<file path="config.mk">
export PLATFORM = sky130hd
export DESIGN_NAME = positional_array_editor_flat
export DESIGN_NICKNAME = d
export VERILOG_FILES = /design/src/hw/rtl/pae_pkg.sv /design/src/hw/rtl/pae_if.sv /design/src/hw/rtl/pae_ctl.sv /design/src/hw/rtl/pae_dp.sv /design/src/hw/rtl/positional_array_editor.sv /design/src/flat_wrapper.sv
export SDC_FILE = /design/constraint.sdc
export NUM_CORES = 2
export LEC_CHECK = 0
export BUFFER_PORTS_ARGS = -buffer_cell sky130_fd_sc_hd__buf_2
export CAP_MARGIN = 10
export CORE_UTILIZATION = 30
export DETAILED_ROUTE_END_ITERATION = 7
export GPL_ROUTABILITY_DRIVEN = 0
export HOLD_SLACK_MARGIN = 0.08
export PLACE_DENSITY = 0.41
export SLEW_MARGIN = 30
export SYNTH_ARGS = -nofsm -noshare
export SYNTH_HDL_FRONTEND = slang
export SYNTH_HIERARCHICAL = 1
export SYNTH_SLANG_ARGS = --single-unit
</file>
<file path="constraint.sdc">
create_clock -name clk -period 5 [get_ports clk]
set_input_delay 0.5 -clock clk [delete_from_list [all_inputs] [get_ports clk]]
set_output_delay 0.5 -clock clk [all_outputs]
set_load 0.02 [all_outputs]
</file>
<file path="src/hw/rtl/pae_pkg.sv">
// ----------------------------------------------------------------------------
// pae_pkg
// Shared types and constants for the positional array editor.
// ----------------------------------------------------------------------------
package pae_pkg;

  localparam int OP_W         = 2;
  localparam int POS_W        = 5;
  localparam int DATA_W       = 32;
  localparam int STATUS_W     = 2;
  localparam int IDX_W        = 4;
  localparam int MAX_RESULTS  = 16;
  localparam int DEF_CAPACITY = 16;

  typedef enum logic [OP_W-1:0] {
    OP_INSERT   = 2'd0,
    OP_DELETE   = 2'd1,
    OP_TRAVERSE = 2'd2
  } op_t;

  typedef enum logic [STATUS_W-1:0] {
    ST_OK      = 2'd0,
    ST_BAD_POS = 2'd1,
    ST_FULL    = 2'd2,
    ST_EMPTY   = 2'd3
  } status_t;

  typedef enum logic [1:0] {
    S_IDLE,
    S_EXEC,
    S_TRAV
  } ctl_state_t;

  typedef struct packed {
    logic load;
    logic edit;
    logic trav_emit;
    logic empty_emit;
  } dp_cmd_t;

  typedef struct packed {
    logic [OP_W-1:0] op;
    logic            fill_empty;
    logic            trav_last;
    logic            out_free;
  } dp_stat_t;

endpackage

</file>
<file path="src/hw/rtl/pae_if.sv">
// ----------------------------------------------------------------------------
// pae_if
// Valid/ready channels for requests and results of the array editor.
// ----------------------------------------------------------------------------
interface pae_req_if
  import pae_pkg::*;
();
  logic                valid;
  logic                ready;
  logic [OP_W-1:0]     op;
  logic [POS_W-1:0]    position;
  logic signed [DATA_W-1:0] item;

  modport source (output valid, output op, output position, output item, input ready);
  modport sink   (input valid, input op, input position, input item, output ready);
endinterface

interface pae_rsp_if
  import pae_pkg::*;
();
  logic                     valid;
  logic                     ready;
  logic [STATUS_W-1:0]      status;
  logic signed [DATA_W-1:0] element;
  logic [IDX_W-1:0]         element_index;
  logic                     last;

  modport source (output valid, output status, output element, output element_index,
                  output last, input ready);
  modport sink   (input valid, input status, input element, input element_index,
                  input last, output ready);
endinterface

</file>
<file path="src/hw/rtl/pae_ctl.sv">
// ----------------------------------------------------------------------------
// pae_ctl
// Controller state machine: sequences accept, edit and traverse steps.
// ----------------------------------------------------------------------------
module pae_ctl
  import pae_pkg::*;
(
  input  logic     clk,
  input  logic     rst,
  input  logic     req_valid,
  output logic     req_ready,
  input  dp_stat_t stat,
  output dp_cmd_t  cmd
);

  ctl_state_t state;
  ctl_state_t state_next;

  always_ff @(posedge clk) begin
    if (rst) begin
      state <= S_IDLE;
    end else begin
      state <= state_next;
    end
  end

  always_comb begin
    state_next = state;
    req_ready  = 1'b0;
    cmd        = '0;
    case (state)
      S_IDLE: begin
        req_ready = 1'b1;
        if (req_valid) begin
          cmd.load   = 1'b1;
          state_next = S_EXEC;
        end
      end
      S_EXEC: begin
        case (op_t'(stat.op))
          OP_INSERT, OP_DELETE: begin
            if (stat.out_free) begin
              cmd.edit   = 1'b1;
              state_next = S_IDLE;
            end
          end
          OP_TRAVERSE: begin
            if (stat.out_free) begin
              if (stat.fill_empty) begin
                cmd.empty_emit = 1'b1;
                state_next     = S_IDLE;
              end else begin
                cmd.trav_emit = 1'b1;
                state_next    = stat.trav_last ? S_IDLE : S_TRAV;
              end
            end
          end
          default: begin
            state_next = S_IDLE;
          end
        endcase
      end
      S_TRAV: begin
        if (stat.out_free) begin
          cmd.trav_emit = 1'b1;
          if (stat.trav_last) begin
            state_next = S_IDLE;
          end
        end
      end
      default: begin
        state_next = S_IDLE;
      end
    endcase
  end

endmodule

</file>
<file path="src/hw/rtl/pae_dp.sv">
// ----------------------------------------------------------------------------
// pae_dp
// Datapath: entry array with parallel shift, fill count, traverse counter
// and result register.
// ----------------------------------------------------------------------------
module pae_dp
  import pae_pkg::*;
#(
  parameter int CAPACITY = DEF_CAPACITY
) (
  input  logic                     clk,
  input  logic                     rst,
  input  dp_cmd_t                  cmd,
  output dp_stat_t                 stat,
  input  logic [OP_W-1:0]          req_op,
  input  logic [POS_W-1:0]         req_position,
  input  logic signed [DATA_W-1:0] req_item,
  output logic                     rsp_valid,
  input  logic                     rsp_ready,
  output logic [STATUS_W-1:0]      rsp_status,
  output logic signed [DATA_W-1:0] rsp_element,
  output logic [IDX_W-1:0]         rsp_element_index,
  output logic                     rsp_last
);

  localparam int FW         = $clog2(CAPACITY + 1);
  localparam int CW         = (FW > POS_W) ? FW : POS_W;
  localparam int TRAV_DEPTH = (CAPACITY < MAX_RESULTS) ? CAPACITY : MAX_RESULTS;
  localparam int TW         = $clog2(TRAV_DEPTH);
  localparam int NW         = $clog2(TRAV_DEPTH + 1);

  logic [OP_W-1:0]          op;
  logic [POS_W-1:0]         pos;
  logic signed [DATA_W-1:0] item;
  logic [FW-1:0]            fill;
  logic [TW-1:0]            tidx;
  logic [DATA_W-1:0]        entries   [CAPACITY];
  logic [DATA_W-1:0]        trav_view [TRAV_DEPTH];

  logic [CW-1:0]            posx;
  logic [CW-1:0]            fillx;
  logic                     full;
  logic                     do_insert;
  logic                     do_delete;
  status_t                  edit_status;
  logic [NW-1:0]            trav_n;
  logic                     out_free;

  assign posx     = CW'(pos);
  assign fillx    = CW'(fill);
  assign full     = (fill == FW'(CAPACITY));
  assign out_free = !rsp_valid || rsp_ready;

  always_comb begin
    do_insert   = 1'b0;
    do_delete   = 1'b0;
    edit_status = ST_OK;
    case (op_t'(op))
      OP_INSERT: begin
        if (posx > fillx) begin
          edit_status = ST_BAD_POS;
        end else if (full) begin
          edit_status = ST_FULL;
        end else begin
          do_insert = cmd.edit;
        end
      end
      OP_DELETE: begin
        if (posx >= fillx) begin
          edit_status = ST_BAD_POS;
        end else begin
          do_delete = cmd.edit;
        end
      end
      default: begin
        edit_status = ST_OK;
      end
    endcase
  end

  always_ff @(posedge clk) begin
    if (cmd.load) begin
      op   <= req_op;
      pos  <= req_position;
      item <= req_item;
    end
  end

  always_ff @(posedge clk) begin
    if (rst) begin
      fill <= '0;
    end else if (do_insert) begin
      fill <= fill + FW'(1);
    end else if (do_delete) begin
      fill <= fill - FW'(1);
    end
  end

  for (genvar i = 0; i < CAPACITY; i++) begin : g_entry
    always_ff @(posedge clk) begin
      if (do_insert) begin
        if (CW'(i) == posx) begin
          entries[i] <= item;
        end else if (CW'(i) > posx) begin
          if (i > 0) begin
            entries[i] <= entries[(i > 0) ? i - 1 : 0];
          end
        end
      end else if (do_delete) begin
        if (CW'(i) >= posx && i < CAPACITY - 1) begin
          entries[i] <= entries[(i < CAPACITY - 1) ? i + 1 : i];
        end
      end
    end
  end

  for (genvar j = 0; j < TRAV_DEPTH; j++) begin : g_view
    assign trav_view[j] = entries[j];
  end

  assign trav_n = (fill > FW'(TRAV_DEPTH)) ? NW'(TRAV_DEPTH) : NW'(fill);

  always_ff @(posedge clk) begin
    if (rst) begin
      tidx <= '0;
    end else if (cmd.load) begin
      tidx <= '0;
    end else if (cmd.trav_emit) begin
      tidx <= tidx + TW'(1);
    end
  end

  always_ff @(posedge clk) begin
    if (rst) begin
      rsp_valid <= 1'b0;
    end else if (cmd.edit || cmd.trav_emit || cmd.empty_emit) begin
      rsp_valid <= 1'b1;
    end else if (rsp_ready) begin
      rsp_valid <= 1'b0;
    end
  end

  always_ff @(posedge clk) begin
    if (cmd.edit) begin
      rsp_status        <= edit_status;
      rsp_element       <= '0;
      rsp_element_index <= '0;
      rsp_last          <= 1'b1;
    end else if (cmd.empty_emit) begin
      rsp_status        <= ST_EMPTY;
      rsp_element       <= '0;
      rsp_element_index <= '0;
      rsp_last          <= 1'b1;
    end else if (cmd.trav_emit) begin
      rsp_status        <= ST_OK;
      rsp_element       <= trav_view[tidx];
      rsp_element_index <= IDX_W'(tidx);
      rsp_last          <= stat.trav_last;
    end
  end

  assign stat.op         = op;
  assign stat.fill_empty = (fill == '0);
  assign stat.trav_last  = ((NW'(tidx) + NW'(1)) == trav_n);
  assign stat.out_free   = out_free;

endmodule

</file>
<file path="src/hw/rtl/positional_array_editor.sv">
// ----------------------------------------------------------------------------
// positional_array_editor
// Ordered array of signed words with insert and delete by position and an
// in-order traverse.
// ----------------------------------------------------------------------------
//  channel | role | payload
//  req     | sink | op, position, item
//  rsp     | src  | status, element, element_index, last
//
//  Insert and delete take the request in S_IDLE, then in S_EXEC shift
//  the entries at and above the position in parallel and load the result
//  register once it is free. Traverse emits one entry per cycle while rsp
//  is not stalled, through the single read of the traverse counter.
//  Reset clears the fill count, controller and result valid.
//  A stalled rsp holds the controller; a new request is taken while the
//  last result of the previous one still waits.
// ----------------------------------------------------------------------------
module positional_array_editor
  import pae_pkg::*;
#(
  parameter int CAPACITY = DEF_CAPACITY
) (
  input logic      clk,
  input logic      rst,
  pae_req_if.sink  req,
  pae_rsp_if.source rsp
);

  dp_cmd_t  cmd;
  dp_stat_t stat;

  pae_ctl u_ctl (
    .clk       (clk),
    .rst       (rst),
    .req_valid (req.valid),
    .req_ready (req.ready),
    .stat      (stat),
    .cmd       (cmd)
  );

  pae_dp #(
    .CAPACITY (CAPACITY)
  ) u_dp (
    .clk               (clk),
    .rst               (rst),
    .cmd               (cmd),
    .stat              (stat),
    .req_op            (req.op),
    .req_position      (req.position),
    .req_item          (req.item),
    .rsp_valid         (rsp.valid),
    .rsp_ready         (rsp.ready),
    .rsp_status        (rsp.status),
    .rsp_element       (rsp.element),
    .rsp_element_index (rsp.element_index),
    .rsp_last          (rsp.last)
  );

endmodule

</file>
<file path="src/flat_wrapper.sv">
// flat-port wrapper written by rule: the top's interface ports become plain ports
module positional_array_editor_flat import pae_pkg::*;
#(
  parameter int CAPACITY = DEF_CAPACITY
)
  (clk, rst, req_valid, req_op, req_position, req_item, req_ready, rsp_valid, rsp_status, rsp_element, rsp_element_index, rsp_last, rsp_ready);
  pae_req_if req_i ();
  pae_rsp_if rsp_i ();
  input logic clk;
  input logic rst;
  input wire logic [$bits(req_i.valid)-1:0] req_valid;
  input wire logic [$bits(req_i.op)-1:0] req_op;
  input wire logic [$bits(req_i.position)-1:0] req_position;
  input wire logic [$bits(req_i.item)-1:0] req_item;
  output wire logic [$bits(req_i.ready)-1:0] req_ready;
  output wire logic [$bits(rsp_i.valid)-1:0] rsp_valid;
  output wire logic [$bits(rsp_i.status)-1:0] rsp_status;
  output wire logic [$bits(rsp_i.element)-1:0] rsp_element;
  output wire logic [$bits(rsp_i.element_index)-1:0] rsp_element_index;
  output wire logic [$bits(rsp_i.last)-1:0] rsp_last;
  input wire logic [$bits(rsp_i.ready)-1:0] rsp_ready;
  assign req_i.valid = req_valid;
  assign req_i.op = req_op;
  assign req_i.position = req_position;
  assign req_i.item = req_item;
  assign req_ready = req_i.ready;
  assign rsp_valid = rsp_i.valid;
  assign rsp_status = rsp_i.status;
  assign rsp_element = rsp_i.element;
  assign rsp_element_index = rsp_i.element_index;
  assign rsp_last = rsp_i.last;
  assign rsp_i.ready = rsp_ready;
  positional_array_editor #(.CAPACITY(CAPACITY)) u_core (.clk(clk), .rst(rst), .req(req_i), .rsp(rsp_i));
endmodule
</file>
==> results_dict.tcl <==
set metrics [dict create \
    max_stage_delay_ns 1.00 \
    required_ns 5.47 \
    hold_class "input port to flip-flop" \
    rsz0062_at_grt "false" \
    p_leak_nw 12.1 \
    worstPathCellList "clkinv_1 -> ha_1 -> nand4_1 -> o221a_2 -> o2111a_1 -> buf_12 -> nand2_1 -> a31oi_1" \
    final_hold_viol_count 0 \
    vias 25300 \
    area_growth_pct 14.7 \
    report.final.setup_viol 0 \
    arrival_ns 4.55 \
    critical_path_class "flip-flop to flip-flop" \
    start_util_pct 30.4 \
    reg2reg_slack_ns 0.92 \
    max_slew.worst_pin.slew_ns 1.03 \
    grt_pass1_wl_um 182000 \
    post_cts_buffers 0 \
    synthCells 2935 \
    core_sq_mm 0.110 \
    ys_types 67 \
    htreeDepth 3 \
    cts.reportedPaths.clkPinSlew_ns 0.06 \
    rows 121 \
    cp-start-kind "flip-flop" \
    ys.flop_type "edfxtp_1" \
    grt.total_usage_pct 22.3 \
    status "completed" \
    drc_errors 0 \
    cp_max_fo 21 \
    ctsResizeCount 0 \
    place_area_sq_mm 0.0356 \
    ir_drop_mv 0.252 \
    fin_crit_ns 4.08 \
    first_pass_iters 5 \
    yosysWarnings 6 \
    synth_seq_cells 602 \
    post_drt_wl_per_cell_um 27.9 \
    fillCellCount 10900 \
    cts_hold_repair.buffers 39 \
    worst-path-buf-inv 2 \
    synthArstFlopShare_pct 0 \
    wirelength_um 126000 \
    grt_start_max_net_pins 95 \
    crit_family "compound AO/OA/AOI/OAI gates" \
    worstSkewPairLatency_ns 0.65 \
    synth.yosys.seq_area_share_pct 52.7 \
    cts_buffer_depth 3 \
    total_power_mw 11.4 \
    postLayoutCellArea_sq_mm 0.0382 \
    rr_startpoint "u_core/u_dp/fill[4]" \
    synth_edf_count 553 \
    min_period_over_period_pct 81.6 \
    synth_area_sq_mm 0.0334 \
    drv_slew 0 \
    cp_slowest_cell "o2111a_1" \
    grt-ovfl-total 0 \
    final_nets 3029 \
    regArea_sq_mm 0.0176 \
    die_x_um 335 \
    finalSetupTns_ns 0 \
    syn_area_per_cell_sq_um 11.4 \
    root_buffer "clkbuf_16" \
    ios 84 \
    final_core_utilization_pct 34.9 \
    die-area_sq_mm 0.113 \
    multi_input_area_sq_mm 0.0148 \
    p_per_area_mw_per_mm2 299 \
    critPathCaptureType "flip-flop" \
    fmax_mhz 245 \
    grt_pass1_vias 25300 \
    min_from "rst" \
    post-dp-hpwl_um 76600 \
    io_buffers 83 \
    cts.sinks 602 \
    via_per_inst 5.60 \
    drv_cap 0 \
    die_h_um 335 \
    cts_tree "yes" \
    drive_above_1_share_pct 19.1 \
    clock-skew-final_ns 0.0268 \
    maxSlewHeadroom_pct 31.2 \
    antenna_found_initial 4 \
    numCtsBuffers 75 \
    drtIter0Drc 2254 \
    postRouteAntennaNets 0 \
    syn-num-nets 2991 \
    setup.worst_path.start "u_core/u_dp/fill[4]" \
]
flip-flops by register name (all words and copies together), names as in the netlist:
name,flops
u_core/u_dp/rsp_valid,1
u_core/u_dp/tidx,4
u_core/u_ctl/state,2
u_core/u_dp/rsp_status,2
u_core/u_dp/item,32
u_core/u_dp/rsp_element,32
u_core/u_dp/op,2
u_core/u_dp/pos,5
u_core/u_dp/entries,512
u_core/u_dp/rsp_element_index,4
u_core/u_dp/fill,5
u_core/u_dp/rsp_last,1
cells in the final DEF (no fill, tap or decap), types with 7 or more instances in the layout:
master	synthesis	layout
inv_1	12	11
nand2_1	597	592
mux4_2	136	136
nor3_1	14	9
a21oi_1	104	101
o21ai_0	128	127
mux2_2	102	102
clkbuf_1	148	28
dlygate4sd3_1	0	39
buf_12	0	12
nor2_4	0	7
ha_1	12	12
mux2_1	28	28
a22o_1	10	10
edfxtp_1	553	553
a21oi_4	1	7
buf_4	26	79
o21ai_1	31	32
nor2_1	332	324
dfxtp_1	49	46
clkinv_1	2	13
a31oi_1	227	227
buf_2	53	83
clkbuf_16	0	77
mux2i_1	244	244
power breakdown:
part / switching (mW) / total, mW / internal, mW / leakage [nW]
registers: 0.129 / 5.69 / 5.56 / 5.39
logic: 0.283 / 0.519 / 0.236 / 5.64
clock network: 2.26 / 5.23 / 2.97 / 1.11
total: 2.67 / 11.4 / 8.77 / 12.1
stage by stage:
step,worst slack [ns],hold WS (ns),std cells
finish,0.921,0.250,4510
global route,0.746,0.261,4509
CTS,0.959,0.210,4508
detailed placement,0.959,0.437,4332
global placement,1.03,0.431,4332
floorplan,0.611,0.451,2935
path summary, 6_finish.rpt:
check | end | depth (start not counted)
max | u_core/u_dp/entries[1][166] | 8
min | u_core/u_dp/rsp_valid | 2
max reg2reg | u_core/u_dp/entries[1][166] | 8
min reg2reg | u_core/u_dp/rsp_element_index[3] | 2
cells by family after synthesis:
group | after synthesis | synth area share (%)
muxes | 510 | 20.9
buffers and inverters | 267 | 3.80
adders and majority gates | 13 | 0.510
xor gates and xnor gates | 9 | 0.236
and+or+nand+nor | 986 | 11.6
DFF | 602 | 52.7
AOI/OAI and AO/OA | 548 | 10.3
worst reg2reg max path, stage by stage, from the launching register on:
cell and delay [ns]:
dfxtp_1 0.46, clkinv_1 0.35, ha_1 0.45, nand4_1 0.25, o221a_2 0.80, o2111a_1 1.02
buf_12 0.30, nand2_1 0.09, a31oi_1 0.20
per-layer routing:
layer | vias to the layer above | track usage (%) | wire [um]
met5 | - | 0 | 0
li1 | 11000 | - | -
met1 | 13100 | 31.3 | 56600
met2 | 996 | 35.6 | 58100
met3 | 184 | 3.14 | 7970
met4 | 0 | 6.28 | 3270
cells in the mapped netlist (26+ instances only):
cell | number | area [sq um]
nand2_1 | 597 | 2240
edfxtp_1 | 553 | 16600
nor2_1 | 332 | 1250
mux2i_1 | 244 | 2440
a31oi_1 | 227 | 1420
clkbuf_1 | 148 | 556
mux4_2 | 136 | 3060
o21ai_0 | 128 | 641
a21oi_1 | 104 | 521
mux2_2 | 102 | 1150
buf_2 | 53 | 265
dfxtp_1 | 49 | 981
o21ai_1 | 31 | 155
mux2_1 | 28 | 315
buf_4 | 26 | 195
cell type report:
cell class	count	area share [%]
antenna	1	0.00654
multi-input combinational	2066	38.7
sequential	602	46.0
inverter	14	0.137
timing repair buffer	214	4.32
tap	1476	4.83
clock inverter	27	0.491
clock buffer	110	5.49
No activity file was read; power rests on OpenSTA's default activity.
